**src/rtl/lbvh_pkg.sv**
```systemverilog
package lbvh_pkg;

    localparam int CODE_W     = 32;
    localparam int IDX_W      = 10;
    localparam int CNT_W      = 11;
    localparam int CHILD_W    = 11;
    localparam int STAT_W     = 2;
    localparam int LZ_W       = 6;
    localparam int CFG_ADDR_W = 3;
    localparam int APB_W      = 32;

    typedef logic signed [7:0] delta_t;

    localparam delta_t DELTA_NONE    = -8'sd1;
    localparam delta_t DELTA_EQ_BIAS = 8'sd32;

    localparam logic [0:0] ACT_WRITE = 1'b0;
    localparam logic [0:0] ACT_QUERY = 1'b1;

    localparam logic [STAT_W-1:0] ST_WRITTEN = 2'd0;
    localparam logic [STAT_W-1:0] ST_NODE    = 2'd1;
    localparam logic [STAT_W-1:0] ST_RANGE   = 2'd2;

    localparam logic [CFG_ADDR_W-3:0] REG_OBJECT_COUNT = '0;

    function automatic logic [LZ_W-1:0] clz32(input logic [CODE_W-1:0] x);
        logic [CODE_W-1:0] v;
        logic [LZ_W-1:0]   c;
        v = x;
        c = '0;
        if (v[31:16] == 16'd0)
        begin
            c = c + 6'd16;
            v = v << 16;
        end
        if (v[31:24] == 8'd0)
        begin
            c = c + 6'd8;
            v = v << 8;
        end
        if (v[31:28] == 4'd0)
        begin
            c = c + 6'd4;
            v = v << 4;
        end
        if (v[31:30] == 2'd0)
        begin
            c = c + 6'd2;
            v = v << 2;
        end
        if (v[31] == 1'b0)
        begin
            c = c + 6'd1;
            v = v << 1;
        end
        if (v[31] == 1'b0)
        begin
            c = c + 6'd1;
        end
        return c;
    endfunction

endpackage

```
**src/rtl/lbvh_cfg.sv**
```systemverilog
module lbvh_cfg (
    input  logic                           clk,
    input  logic                           rst_n,
    input  logic                           psel,
    input  logic                           penable,
    input  logic                           pwrite,
    input  logic [lbvh_pkg::CFG_ADDR_W-1:0] paddr,
    input  logic [lbvh_pkg::APB_W-1:0]      pwdata,
    output logic [lbvh_pkg::APB_W-1:0]      prdata,
    output logic                           pready,
    output logic [lbvh_pkg::CNT_W-1:0]      object_count
);

    import lbvh_pkg::*;

    logic             reg_sel;
    logic [CNT_W-1:0] count_reg;
    logic [CNT_W-1:0] count_next;

    assign reg_sel = (paddr[CFG_ADDR_W-1:2] == REG_OBJECT_COUNT);
    assign pready  = 1'b1;

    always_comb
    begin
        count_next = count_reg;
        if (psel && penable && pwrite && reg_sel)
        begin
            count_next = pwdata[CNT_W-1:0];
        end
    end

    always_ff @(posedge clk or negedge rst_n)
    begin
        if (!rst_n)
        begin
            count_reg <= '0;
        end
        else
        begin
            count_reg <= count_next;
        end
    end

    assign prdata       = reg_sel ? APB_W'(count_reg) : '0;
    assign object_count = count_reg;

endmodule

```
**config.mk**
```make
export PLATFORM = sky130hd
export DESIGN_NAME = lbvh_cfg
export DESIGN_NICKNAME = d
export VERILOG_FILES = /design/src/rtl/lbvh_pkg.sv /design/src/rtl/lbvh_cfg.sv
export SDC_FILE = /design/constraint.sdc
export NUM_CORES = 1
export LEC_CHECK = 0
export ABC_AREA = 0
export BUFFER_PORTS_ARGS = -buffer_cell sky130_fd_sc_hd__clkbuf_2
export CAP_MARGIN = 20
export CORE_UTILIZATION = 32
export DETAILED_ROUTE_END_ITERATION = 10
export GPL_TIMING_DRIVEN = 1
export PLACE_DENSITY = 0.79
export SYNTH_ARGS = -nofsm -noshare
export SYNTH_HDL_FRONTEND = slang
export SYNTH_SLANG_ARGS = --single-unit
```
**constraint.sdc**
```tcl
create_clock -name clk -period 1.2 [get_ports clk]
set_clock_uncertainty 0.2 [all_clocks]
set_input_delay 0.3 -clock clk [delete_from_list [all_inputs] [get_ports clk]]
set_output_delay 0.3 -clock clk [all_outputs]
set_load 0.05 [all_outputs]
```
==> flow_summary.ini, run 1 <==
[status]
status = complete, but fails checks
violations = setup timing

[clock_tree]
cts_tree = built
cts_buffers = 3
cts.sinks = 11
clk_path_buf_depth = 2
htree_levels = 1
clk_pin_slew_worst_paths_ns = 0.07
cts_root_buffer = clkbuf_4
clk_latency_ns = 0.26

[sta]
min_period_ns = 1.50
setup_viol = 23
setup_slack_ns = -0.301
fmax_mhz = 666
final-max-slew-violation-count = 0
fin_crit_sh = 1.25
rsz0062_at_grt = yes
hold_ws_ns = 0.0639
hold_viol_final = 0

[yosys]
synth_compound_area_frac = 0
yosys.area.top_type = dfrtp_1
ys_ff_latch = 11
synth-xor-area-share = 0
synth_common_cells = 22 x buf_4, 11 x dfrtp_1, 10 x mux2_4, 10 x nor2b_1, 2 x conb_1
netlist_area_sq_um = 718
ys_seq_area_frac = 0.383
synth_area_leaders = dfrtp_1 38%, buf_4 23%, mux2_4 21%
synth_edf_count = 0
async_flop_share = 1.00
netlist.area_leader.share = 0.383
yosys.area_share.simple = 0.131
synth_top_family_by_area = buffers and inverters
synth.distinct_cells = 10
synth_fa_ha_area_frac = 0
avgSynthCellArea_sq_um = 12.0
ys_warn_count = 0
postSynthCellCount = 60
synth.most_common_cell = buf_4
synthMuxAreaShare = 0.225
synthFlopType = dfrtp_1

[cells_and_area]
finalNonFillerCells = 140
utilization = 0.658
area_growth_pct = 87.1
largest_reg_flops = 11
antennaDiodeCount = 0
drive_above_1_share = 0.788
design_area_sq_um = 1340
nNetsFinal = 154

[worst_setup_path]
worstSetupPathType = reg -> out
crit_arrival_ns = 1.00
cp-start-kind = flip-flop
cp_max_fo = 3
crit_required_ns = 0.70
crit_path_end_kind = output port

[place]
finalWeightedCongestion = 0.661
placed_cells = 126
port_buffers = 38
hpwl_mm = 1.12
dpl_cell_area_sq_um = 1010

[power_and_ir_drop]
powerDensity_nw_per_um2 = 1730
ir_drop_mv = 0.768
comb_power_share = 0.646
power_frac_seq = 0.245
clockPowerShare = 0.109
internal_power_w = 0.00128
power_w = 0.00232
netSwitchingFraction = 0.447
p_sw_w = 0.00104
p_leak_nw = 0.712

[grt]
grt_max_degree = 12
gr-total-overflow = 0
grt_pass1_wl_mm = 2.79
antenna_found_initial = 0
grt_pass1_vias = 576
grt_usage = 0.155

[route]
vias_per_cell = 3.93
drt_pass1_iterations = 2
via_count = 550
postRouteWirelength_mm = 1.89
drt-wirelength-per-cell_um = 13.5
drc = 0
drtIter0Drc = 1
ant_nets = 0

[flow_run]
drv_cap = 0

[floorplanning]
dieArea_sq_um = 2440
rows = 16
io_pins = 84
die_y_um = 49.4
fp.coreArea_sq_um = 2040
start_util = 0.352
die_w_um = 49.4

[worst_hold_path]
hp-class = in -> reg
cells by family (layout without fill, tap and decap cells):
group | after synthesis | in the layout
other | 2 | 22
muxes | 11 | 11
buffers and inverters | 24 | 57
and+or+nand+nor | 12 | 12
DFF | 11 | 11
metal layers:
metal / routed length, um / vias to the layer above / track usage
met3: 157 / 2 / 0.0436
met1: 741 / 254 / 0.183
met2: 983 / 40 / 0.274
met5: 0 / - / 0
met4: 8 / 0 / 0.0429
li1: - / 254 / -
power by group through the flow:
stage	Sequential [W]	Clock [W]	Combinational [W]
6_report	0.000569	0.000252	0.00150
5_1_grt	0.000581	0.000275	0.00154
4_1_cts	0.000542	0.000255	0.00144
3_5_place_dp	0.000544	0	0.00111
3_3_place_gp	0.000541	0	0.00110
2_1_floorplan	0.000827	0	0.000630
critical path, cell delays in order (launching register included):
cell,delay (ns)
dfrtp_2,0.41
nor2b_4,0.17
buf_8,0.15
metrics by stage:
step / setup slack (ns) / setup TNS, ns
floorplan: -0.187 / -2.27
global placement: -0.294 / -6.02
detailed placement: -0.332 / -6.57
CTS: -0.292 / -5.16
global route: -0.334 / -5.77
finish: -0.301 / -5.05
cells in the final DEF, fill, tap and decap left out, drive strengths merged:
cell	n
and2b	1
dfrtp	11
nand4b	1
dlygate4sd3	1
clkbuf	22
conb	22
nor2b	10
buf	34
mux2	11
timing repair:
action                     in CTS  in global routing
setup endpoints to repair      33                 25
buffers inserted               10                  1
hold buffers                    1                  0
resized for setup              45                 20
gates cloned                    0                  0
hold endpoints to repair       11                  0
final timing paths:
check,from,endpoint,slack (ns),depth (start not counted)
setup / recovery,object_count[9],prdata[9],-0.30,2
hold / removal,pwdata[0],object_count[0],0.06,2
setup reg to reg,object_count[8],object_count[8],-0.14,4
hold reg to reg,object_count[5],object_count[5],0.36,1
max in group asynchronous,rst_n,object_count[7],0.33,2
min in group asynchronous,rst_n,object_count[10],0.23,2
area by class of cell:
class	count	area [sq um]
multi-input cells	45	415
repair buffers	53	579
well taps	27	33.8
flip-flops and latches	11	289
clock buffers	4	26.3
fillers	147	698
(Power assumes the default switching activity.)
==> inputs of run 2 (changes only) <==
Settings changed: ABC_AREA 0 to 1, ABC_CLOCK_PERIOD_IN_PS set to 1200, SKIP_CTS_REPAIR_TIMING set to 1.
==> flow_summary.ini, run 2 <==
[yosys]
ys_seq_area_frac = 0.383
synth.most_common_cell = nand2_1
ys_ff_latch = 11
synth_common_cells = 24 x nand2_1, 23 x buf_4, 13 x inv_1
synth_edf_count = 0
yosys.area.top_type = dfrtp_1
avgSynthCellArea_sq_um = 7.25
synthFlopType = dfrtp_1
netlist_area_sq_um = 718
synth_area_leaders = dfrtp_1 38%, buf_4 24%, nand2_1 13%
postSynthCellCount = 99
netlist.area_leader.share = 0.383
synth.distinct_cells = 10
ys_warn_count = 0
async_flop_share = 1.00

[worst_setup_path]
cp_max_fo = 3
worstSetupPathType = reg -> out
r2r-start = object_count[3]
cp_top_family = flip-flops
cp-start-kind = flip-flop
crit_start = object_count[9]
crit_chain = inv_2 > nor2_4 > buf_8
crit_path_end_kind = output port
critPathMaxStageDelay_ns = 0.42
crit_arrival_ns = 0.94
slowest_stage = dfrtp_2
crit_buf_inv = 2
crit_required_ns = 0.70

[floorplanning]
die_w_um = 49.4
die_y_um = 49.4
fp.coreArea_sq_um = 2040
rows = 16
start_util = 0.352
io_pins = 84
dieArea_sq_um = 2440

[cells_and_area]
finalNonFillerCells = 168
antennaDiodeCount = 0
fillCellCount = 205
drive_above_1_share = 0.574
largest_reg_flops = 11
utilization = 0.542
final_common_cell = nand2_1
area_growth_pct = 54.2
final_cell_mix = 23 x nand2_1, 22 x conb_1, 16 x clkbuf_2
nNetsFinal = 182

[status]
violations = setup timing
status = complete, but fails checks

[route]
wl_met2_um = 921
top_layer = met4
via_count = 666
wl_met1_um = 603
drc = 0
drtIter0Drc = 17
route.met3.wl_um = 115
ant_nets = 0
drt-wirelength-per-cell_um = 9.86
drt_pass1_iterations = 4
vias_per_cell = 3.96
postRouteWirelength_mm = 1.66

[grt]
grt_pass1_wl_mm = 2.30
grt_pass1_vias = 536
gr-total-overflow = 0
antenna_found_initial = 0
grt_usage = 0.125
grt_max_degree = 12

[place]
placed_cells = 162
finalWeightedCongestion = 0.655
port_buffers = 38
hpwl_mm = 1.20

[worst_hold_path]
hp-class = in -> reg
min_from = pwdata[3]

[flow_run]
drv_cap = 0

[power_and_ir_drop]
power_w = 0.00180
powerDensity_nw_per_um2 = 1630
ir_drop_mv = 0.699
p_leak_nw = 0.604

[sta]
setup_slack_ns = -0.242
fin_tns_setup_ns = -4.57
setup_viol = 22
min_period_ns = 1.44
rsz0062_at_grt = yes
hold_viol_final = 0
fin_crit_sh = 1.20
hold_ws_ns = 0.0534
fmax_mhz = 694
final-max-slew-violation-count = 0

[clock_tree]
clk_pin_slew_worst_paths_ns = 0.07
htree_levels = 1
clk_path_buf_depth = 2
cts.sinks = 11
cts_root_buffer = clkbuf_4
cts_tree = built
clk_latency_ns = 0.26
cts_buffers = 3
-- run 2: per-layer routing --
layer  GRT usage  up-vias
li1            -      332
met1       0.139      296
met2       0.228       36
met3      0.0312        2
met4      0.0429        0
met5           0        -
-- run 2: kinds of logic (layout without fill, tap and decap cells) --
group / after synthesis / in the layout / share of synthesized area
and+or+nand+nor: 47 / 47 / 0.268
buffers and inverters: 39 / 61 / 0.338
other: 2 / 22 / 0.0105
DFF: 11 / 11 / 0.383
-- run 2: final timing paths --
path                              endpoint  slack [ns]  depth (start not counted)
min in group asynchronous  object_count[9]        0.25                          2
setup reg to reg           object_count[3]        0.25                          3
max in group asynchronous  object_count[1]        0.32                          2
hold reg to reg            object_count[5]        0.31                          2
hold / removal             object_count[3]        0.05                          3
setup / recovery                 prdata[9]       -0.24                          3
-- run 2: final cells by class --
class	instances	area [sq um]	area share
multi-input combinational	69	360	0.325
inverter	13	48.8	0.0441
timing repair buffer	44	349	0.315
tap	27	33.8	0.0305
sequential	11	289	0.261
clock buffer	4	26.3	0.0237
-- run 2: tightest hold or removal path, delay by kind of cell --
kind	cells	cell delay, ns
buffers and inverters	1	0.08
AND/OR/NAND/NOR	2	0.11
-- run 2: per-stage QoR --
step	area, sq um	setup slack (ns)
after floorplan	890	-0.177
after global placement	962	-0.218
after detailed placement	962	-0.237
after CTS	988	-0.365
after global routing	1110	-0.275
final	1110	-0.242
-- run 2: report_power, final --
part | internal (W) | switching, W | leakage (nW) | total [W]
registers | 0.000454 | 0.0000655 | 0.125 | 0.000519
clock network | 0.000129 | 0.000124 | 0.0150 | 0.000252
logic | 0.000276 | 0.000754 | 0.465 | 0.00103
total | 0.000858 | 0.000943 | 0.604 | 0.00180
==> inputs of run 3 (changes only) <==
Settings changed: CORE_ASPECT_RATIO set to 0.8.
==> flow_summary.ini, run 3 (same netlist as run 2, synthesis figures left out) <==
[route]
vias_per_cell = 4.10
drt_pass1_iterations = 4
via_count = 680
postRouteWirelength_mm = 1.76
drc = 0
ant_nets = 0
drt-wirelength-per-cell_um = 10.6
drtIter0Drc = 9

[cells_and_area]
final_cell_mix = 24 x nand2_1, 22 x conb_1, 16 x clkbuf_2
area_growth_pct = 66.6
final_common_cell = nand2_1
largest_reg_flops = 11
drive_above_1_share = 0.570
antennaDiodeCount = 0
utilization = 0.599
nNetsFinal = 183

[grt]
grt_pass1_wl_mm = 2.28
gr-total-overflow = 0
grt_pass1_vias = 547
antenna_found_initial = 0
grt_usage = 0.139
grt_max_degree = 12

[sta]
setup_viol = 22
fin_crit_sh = 1.21
min_period_ns = 1.45
rsz0062_at_grt = yes
fmax_mhz = 689
final-max-slew-violation-count = 0
hold_ws_ns = 0.0569
hold_viol_final = 0
setup_slack_ns = -0.251

[power_and_ir_drop]
p_leak_nw = 0.634
ir_drop_mv = 0.882
clockPowerShare = 0.131
comb_power_share = 0.585
internal_power_w = 0.000927
powerDensity_nw_per_um2 = 1580
netSwitchingFraction = 0.508
p_sw_w = 0.000958
power_frac_seq = 0.283

[floorplanning]
io_pins = 84
die_w_um = 55.0
dieArea_sq_um = 2440
die_y_um = 44.4
rows = 14
fp.coreArea_sq_um = 2000
start_util = 0.360

[worst_setup_path]
worstSetupPathType = reg -> out
cp_max_fo = 3
crit_arrival_ns = 0.95
cp-start-kind = flip-flop
crit_chain = inv_2 > nor2_4 > buf_8
crit_required_ns = 0.70
crit_path_end_kind = output port
slowest_stage = dfrtp_2
critPathMaxStageDelay_ns = 0.40

[clock_tree]
cts_root_buffer = clkbuf_4
cts_tree = built
cts.sinks = 11
cts_buffers = 3
clk_pin_slew_worst_paths_ns = 0.07
clk_path_buf_depth = 2
clk_latency_ns = 0.26
htree_levels = 1

[place]
port_buffers = 38
finalWeightedCongestion = 0.700
hpwl_mm = 1.26

[worst_hold_path]
hp-class = in -> reg

[status]
violations = setup timing
status = complete, but fails checks

[flow_run]
drv_cap = 0
run 3: changes by cell type in the layout (fill, tap and decap cells not counted), sizes merged:
cell	delta
buf	+2
clkbuf	-1
run 3: power groups by stage:
stage	Clock, W	Combinational, W	Sequential (W)
finish	0.000248	0.00110	0.000535
global route	0.000275	0.00116	0.000542
CTS	0.000259	0.000944	0.000521
detailed placement	0	0.000944	0.000528
global placement	0	0.000935	0.000523
floorplan	0	0.000551	0.000770
run 3: layout make-up:
type                       instances  area [sq um]
fill                             172           801
timing repair buffer              45           444
multi-input combinational         69           358
sequential                        11           289
inverter                          13          48.8
tap                               24          30.0
clock buffer                       4          26.3
run 3: path summary, 6_finish.rpt:
path / startpoint / end / slack, ns / cells after the start
hold / removal: pwdata[7] / object_count[7] / 0.06 / 3
hold reg to reg: object_count[9] / object_count[9] / 0.32 / 2
max in group asynchronous: rst_n / object_count[10] / 0.32 / 2
setup reg to reg: object_count[3] / object_count[3] / 0.34 / 2
min in group asynchronous: rst_n / object_count[7] / 0.24 / 2
setup / recovery: object_count[5] / prdata[5] / -0.25 / 3
run 3: worst max-delay path, delay by kind of cell, from the launching register on:
| kind | cells | cell delay, ns |
|---|---|---|
| flip-flops | 1 | 0.40 |
| buffers and inverters | 2 | 0.20 |
| AND/OR/NAND/NOR | 1 | 0.09 |
run 3: stage by stage:
stage	std cells	area [sq um]	power (W)	TNS, ns	setup WS, ns
after CTS	165	1030	0.00172	-6.39	-0.367
after detailed placement	161	1000	0.00147	-3.09	-0.261
after global placement	161	1000	0.00146	-2.70	-0.252
after floorplan	119	890	0.00132	-1.94	-0.177
final	166	1200	0.00189	-4.39	-0.251
after global routing	166	1200	0.00198	-5.22	-0.301
run 3: metal layers:
layer	track usage	routed length [um]	vias to the layer above
met2	0.219	884	42
met4	0.0750	23	0
li1	-	-	333
met1	0.162	692	301
met3	0.0515	163	4
met5	0	0	-
